### src/rtl/sch_pkg.sv
`timescale 1ns / 1ps
`default_nettype none

package sch_pkg;

    localparam int REG_W  = 12;
    localparam int DATA_W = 32;
    localparam int ADDR_W = 4;
    localparam int IDX_W  = ADDR_W - 2;
    localparam int RSQ_W  = 2 * REG_W;

    localparam logic [IDX_W-1:0] REG_CENTER_X = 2'd0;
    localparam logic [IDX_W-1:0] REG_CENTER_Y = 2'd1;
    localparam logic [IDX_W-1:0] REG_RADIUS   = 2'd2;

    localparam logic [REG_W-1:0] CENTER_X_RST = 12'd120;
    localparam logic [REG_W-1:0] CENTER_Y_RST = 12'd120;
    localparam logic [REG_W-1:0] RADIUS_RST   = 12'd110;
    localparam logic [RSQ_W-1:0] RSQ_RST      = 24'd12100;

    typedef struct packed {
        logic load_a;
        logic load_b;
    } mul_en_t;

endpackage

`default_nettype wire

### src/rtl/sch_wmul.sv
`timescale 1ns / 1ps
`default_nettype none

module sch_wmul
    import sch_pkg::*;
#(
    parameter int W = 35
)
(
    input  wire logic           clk,
    input  wire mul_en_t        en,
    input  wire logic [W-1:0]   x,
    input  wire logic [W-1:0]   y,
    output logic      [2*W-1:0] p
);

    localparam int LW = (W + 1) / 2;
    localparam int HW = W - LW;
    localparam int LL = 2 * LW;
    localparam int LH = LW + HW;
    localparam int HH = 2 * HW;
    localparam int PW = 2 * W;

    logic [LL-1:0] pp_ll_reg;
    logic [LH-1:0] pp_lh_reg;
    logic [LH-1:0] pp_hl_reg;
    logic [HH-1:0] pp_hh_reg;
    logic [PW-1:0] prod_reg;

    logic [LL-1:0] pp_ll_next;
    logic [LH-1:0] pp_lh_next;
    logic [LH-1:0] pp_hl_next;
    logic [HH-1:0] pp_hh_next;
    logic [PW-1:0] prod_next;

    always_comb
    begin
        pp_ll_next = LL'(x[LW-1:0]) * LL'(y[LW-1:0]);
        pp_lh_next = LH'(x[LW-1:0]) * LH'(y[W-1:LW]);
        pp_hl_next = LH'(x[W-1:LW]) * LH'(y[LW-1:0]);
        pp_hh_next = HH'(x[W-1:LW]) * HH'(y[W-1:LW]);
    end

    always_comb
    begin
        prod_next = PW'(pp_ll_reg)
                  + (PW'(pp_lh_reg) << LW)
                  + (PW'(pp_hl_reg) << LW)
                  + (PW'(pp_hh_reg) << LL);
    end

    always_ff @(posedge clk)
    begin
        if (en.load_a)
        begin
            pp_ll_reg <= pp_ll_next;
            pp_lh_reg <= pp_lh_next;
            pp_hl_reg <= pp_hl_next;
            pp_hh_reg <= pp_hh_next;
        end
        if (en.load_b)
        begin
            prod_reg <= prod_next;
        end
    end

    assign p = prod_reg;

endmodule

`default_nettype wire

### config.mk
export PLATFORM = sky130hd
export DESIGN_NAME = sch_wmul
export DESIGN_NICKNAME = d
export VERILOG_FILES = /design/src/rtl/sch_pkg.sv /design/src/rtl/sch_wmul.sv
export SDC_FILE = /design/constraint.sdc
export NUM_CORES = 2
export LEC_CHECK = 0
export BUFFER_PORTS_ARGS = -buffer_cell sky130_fd_sc_hd__clkbuf_2
export CORE_ASPECT_RATIO = 0.5
export CORE_MARGIN = 4
export CORE_UTILIZATION = 55
export DETAILED_ROUTE_END_ITERATION = 16
export GPL_TIMING_DRIVEN = 0
export PLACE_DENSITY = 0.72
export SYNTH_ARGS = -nofsm -noshare
export SYNTH_HDL_FRONTEND = slang
export SYNTH_SLANG_ARGS = --single-unit
### constraint.sdc
create_clock -name clk -period 12.67 [get_ports clk]
set_input_delay 0.6335 -clock clk [delete_from_list [all_inputs] [get_ports clk]]
set_output_delay 0.6335 -clock clk [all_outputs]
set_load 0.005 [all_outputs]
# Yosys cells after proc, flatten, opt, wreduce, memory -nomap -nowiden
# Index checks and enable logic that the tools add are counted.
[word_totals]
out_inout_bits = 70
word_cells = 12
ff_bits = 210
in_bits = 73
[op_classes]
n_mul = 4
n_addsub = 3
[ops]
columns = ["op", "count"]
rows = [
  ["adder 55 x 70 -> 70 bit", 1],
  ["adder 54 x 53 -> 55 bit", 1],
  ["adder 36 x 53 -> 54 bit", 1],
  ["multiplier 18 x 18 -> 36 bit", 1],
  ["multiplier 17 x 18 -> 35 bit", 1],
  ["multiplier 18 x 17 -> 35 bit", 1],
  ["multiplier 17 x 17 -> 34 bit", 1],
]

# Depth between registers and ports, before layout
[logic_depth]
word_depth = 3
ltp_mapped = 25
mapped_depth_nobuf = 23

# Worst setup path before layout
# OpenSTA, ideal clock, no wires.
[synth_timing]
path_type = "input -> register"
from = "input port x[10]"
to = "register pp_lh_reg[32], data pin"
stages = 22
slack_ns = 6.001
setup_time_ns = 0.265
n_path_buf = 2
arrival_ns = 6.404
path_cell_list = "clkbuf_1 > clkbuf_1 > nand2_1 > fa_1 > fa_1 > fa_1 > fa_1 > inv_1 > fa_1 > inv_1 > fa_1 > inv_1 > ha_1 > and4_1 > and3_1 > a311o_1 > o21ai_2 > a31oi_2 > o41ai_4 > o21a_1 > o21ai_0 > xor2_1"
[synth_via]
elab_chain_cells = 1
[synth_lines]
columns = ["item", "line", "source"]
rows = [
  ["from (decl)", "sch_wmul.sv:12", "input wire logic [W-1:0] x,"],
  ["multiplier 18 x 17 -> 35 bit", "sch_wmul.sv:39", "pp_lh_next = LH'(x[LW-1:0]) * LH'(y[W-1:LW]);"],
  ["named net pp_lh_next[32]", "sch_wmul.sv:31", "logic [LH-1:0] pp_lh_next;"],
  ["to (signal assigned)", "sch_wmul.sv:57", "pp_lh_reg <= pp_lh_next;"],
  ["to (decl)", "sch_wmul.sv:25", "logic [LH-1:0] pp_lh_reg;"],
]
# The timed path passes the listed nets, and every way through them passes these cells.
# A chain may end at the register's enable or synchronous reset.

# Final worst setup path
[layout_timing]
from = "input port x[9]"
to = "register pp_lh_reg[32], data pin"
# Same word-level chain as after synthesis.

==> impl_results.md <==
- Status: finished with violations
- Arr. time, crit path: 9.82 ns
- Initial DRC count: 3,862
- Post-CTS Setup Inserts: 0
- Ratio of cells with drive above 1 in the final layout: around 3.4%
- RSZ-0062 raised after global routing: no
- CP max stage delay: 1.01 ns
- Wire per inst: 28.1 um
- Synth Net Count: a little under 7,000
- Starting utilization of the core area: 55.7%
- RR Startpoint: pp_ll_reg[19]$_DFFE_PP_
- Fmax: 104 MHz
- Root buffer cell: clkbuf_16
- Crit Path Max Fanout: 10
- Syn Inst Count: ~5,300
- Primary FF master, synth: edfxtp_1
- DPL Wire Length: about 160,000 um
- Clk_lat worst skew: 0.56 ns
- Critical path class: in2reg
- Min Hold Slack: about 0.42 ns
- Reg2Reg Depth: 13
- First-pass GRT wire length: 272,000 um
- Io pins: 143
- Die W: around 430 um
- Grt total ovfl: 0
- Worst Setup Start Kind: input pin
- Die Ht: 220 um
- Post-route setup TNS: 0 ns
- GRT Total Usage: 40.6%
- Violated checks: max-capacitance violations, max-slew violations
- Hold-fix buffers, CTS: 0
- Hold path depth: 0
- Synth Register Bits: 210
- Asr flop ratio synth: 0%
- Crit end category: flip-flop
- Tmin final: 9.61 ns
- # H-tree levels: 1
- Critical Path Most Common Cell: fa_1
- Reg-to-reg endpoint: p[65]$_DFFE_PP_
- DR vias: ~40,000
- Largest net degree at the start of global routing: slightly above 70
- TritonRoute pass-1 iters: 6
- Row count: just under 80
- GPL Wtd Cong: 1.05
- CP cell instances: clkbuf_1, clkbuf_1, nand2_1, fa_1, fa_1, fa_1, fa_1, inv_1, fa_1, inv_1, fa_1, inv_1, ha_1, and4_1, and3_1, a311o_1, o21ai_2, a31oi_2, o41ai_4, o21a_1, o21ai_0, xor2_1
- WHS Endpoint: p[17]$_DFFE_PP_
- Number of port buffers: 128
- Crit path max-delay family: adder cells
- Final Hold Fails: 0
- Area of the core: 0.0887 sq mm
- Final worst-path cycle share: 75.9%
- Required @ worst endpoint: about 13 ns
- DRC: 0
- Largest register FFs: 70
- Worst-case clock buffer depth: 3
- MaxCap Viol Count: 2
- Initial antenna violation count: between 50 and 60
- Slew HR: -3.74%
- Synth warnings: 0
- Setup slack after layout: 3.06 ns
- Fin nets: 6,984
- HP Class: reg2reg
- Post-CTS sizing: 0
- Clock tree from TritonCTS: built
- R2R Setup Slk: between 7 and 8 ns
- Clock-pin slew of the registers on the worst-case setup and hold paths: approximately 0.06 ns
- Via/cell ratio: 5.87
- Post-Place Setup Slack: ~3.0 ns
- Max Clock Skew: about 0.030 ns
- Final WL: about 190,000 um
- CP max-delay cell: clkbuf_1
- Die area: 0.0950 sq mm
- EDFF count, synth: 210
- Bufs and invs on worst path: 5
- Routed Antenna Nets: 0
- Worst slew pin tran: 1.54 ns
- Final setup violation count: 0
- Clock sink count: 210
- TritonCTS Buffers: 23
- Netlist cell types: 71
- Sequential share of the synthesized area: 12.8%
- Mapped cell area: 0.0494 sq mm
- Syn_area_per_cell: roughly 9.3 sq um
- Vias in the first global route: 40,300
- Area grow syn2layout: 6.14%
- HP Start: pp_ll_reg[17]$_DFFE_PP_
- Max Slew Vio Count: 8
==> metal layers <==
metal / share of wire (%) / track usage (%)
met1: 41 / 56.1
met2: 39 / 54.8
met3: 17 / 22.2
met4: 2.9 / 10.8
met5: 0.062 / 0
==> worst max path at each step <==
stage / startpoint / to / slack [ns] / cells past startpoint
after floorplan: x[10] / pp_lh_reg[32]$_DFFE_PP_ / 6.00 / 22
after global placement: x[9] / pp_lh_reg[32]$_DFFE_PP_ / 3.12 / 22
after detailed placement: x[9] / pp_lh_reg[32]$_DFFE_PP_ / 3.05 / 22
after CTS: x[9] / pp_lh_reg[32]$_DFFE_PP_ / 3.61 / 22
after global routing: x[9] / pp_lh_reg[32]$_DFFE_PP_ / 3.11 / 22
final: x[9] / pp_lh_reg[32]$_DFFE_PP_ / 3.06 / 22
==> kinds of logic after synthesis <==
kind of cell,share of synthesized area [%]
simple gates,15.4
fa+ha+maj,52.2
buf+inv,10.9
compound gates,5.92
flops,12.8
xor+xnor,2.69
mux,0.104
==> synth_stat cells, drive strengths merged (4+ instances only) <==
library cell	instances	area [sq um]
o21ai	94	474
xor2	42	368
nor2	91	342
ha	471	5890
nand2	770	2890
o31a	6	52.6
a21boi	8	63.8
a311oi	5	43.8
o21a	21	158
o211ai	13	97.6
a31oi	9	62.6
nor2b	16	100
and4	4	35.0
o21bai	17	128
fa	994	19900
a211oi	17	128
mux2i	4	40.0
inv	1193	4480
a21oi	140	701
o31ai	6	58.8
nor3	18	90.1
a21o	64	480
o41ai	5	70.1
edfxtp	210	6310
nand4	27	169
nor3b	6	45.0
o2111ai	5	43.8
clkbuf	248	931
nand3b	6	45.0
a211o	6	52.6
xnor2	110	963
nand3	28	140
and3	22	138
o311ai	7	61.3
nand2b	21	131
and2	542	3390
==> layout by cell type, fill, tap and decap left out, types with 5 or more instances in the layout <==
cell type / instances
and2_1: 542
diode_2: 36
xnor2_1: 109
nand2_1: 770
nand4_1: 27
and3_1: 22
o31a_1: 6
o21ai_1: 7
nor3_1: 17
nor3b_1: 6
o31ai_1: 5
o21bai_1: 17
nand3_1: 28
nand2b_1: 21
a211o_1: 6
inv_1: 1193
a311oi_1: 5
clkbuf_16: 23
a21oi_1: 140
clkbuf_1: 251
o2111ai_1: 5
a21o_1: 64
nand3b_1: 6
o21a_1: 21
a31oi_1: 8
ha_1: 471
o311ai_0: 7
fa_1: 994
nor2_1: 91
edfxtp_1: 210
xor2_1: 42
o21ai_0: 86
nor2b_1: 16
a21boi_0: 6
a211oi_1: 17
o211ai_1: 13
clkbuf_2: 127
==> per-stage QoR <==
stage          cells  cell area [sq um]  util, %
6_report        6684              52500     59.1
2_1_floorplan   5289              49400        -
5_1_grt         6652              52400     59.0
4_1_cts         6646              52300     59.0
3_3_place_gp    6602              51600     58.1
3_5_place_dp    6604              51600     58.2
==> area by class of cell <==
class                           instances  area [sq um]
Antenna cell                           36          90.1
Buffer                                249           936
Clock buffer                           27           591
Clock inverter                         15           136
Fill cell                            7919         36300
Inverter                             1193          4480
Multi-Input combinational cell       3637         37700
Sequential cell                       210          6310
Tap cell                             1185          1480
Timing Repair Buffer                  132           722
Power is not shown: default switching activity piles up to over one toggle a cycle in this logic, so the estimate is an artifact.
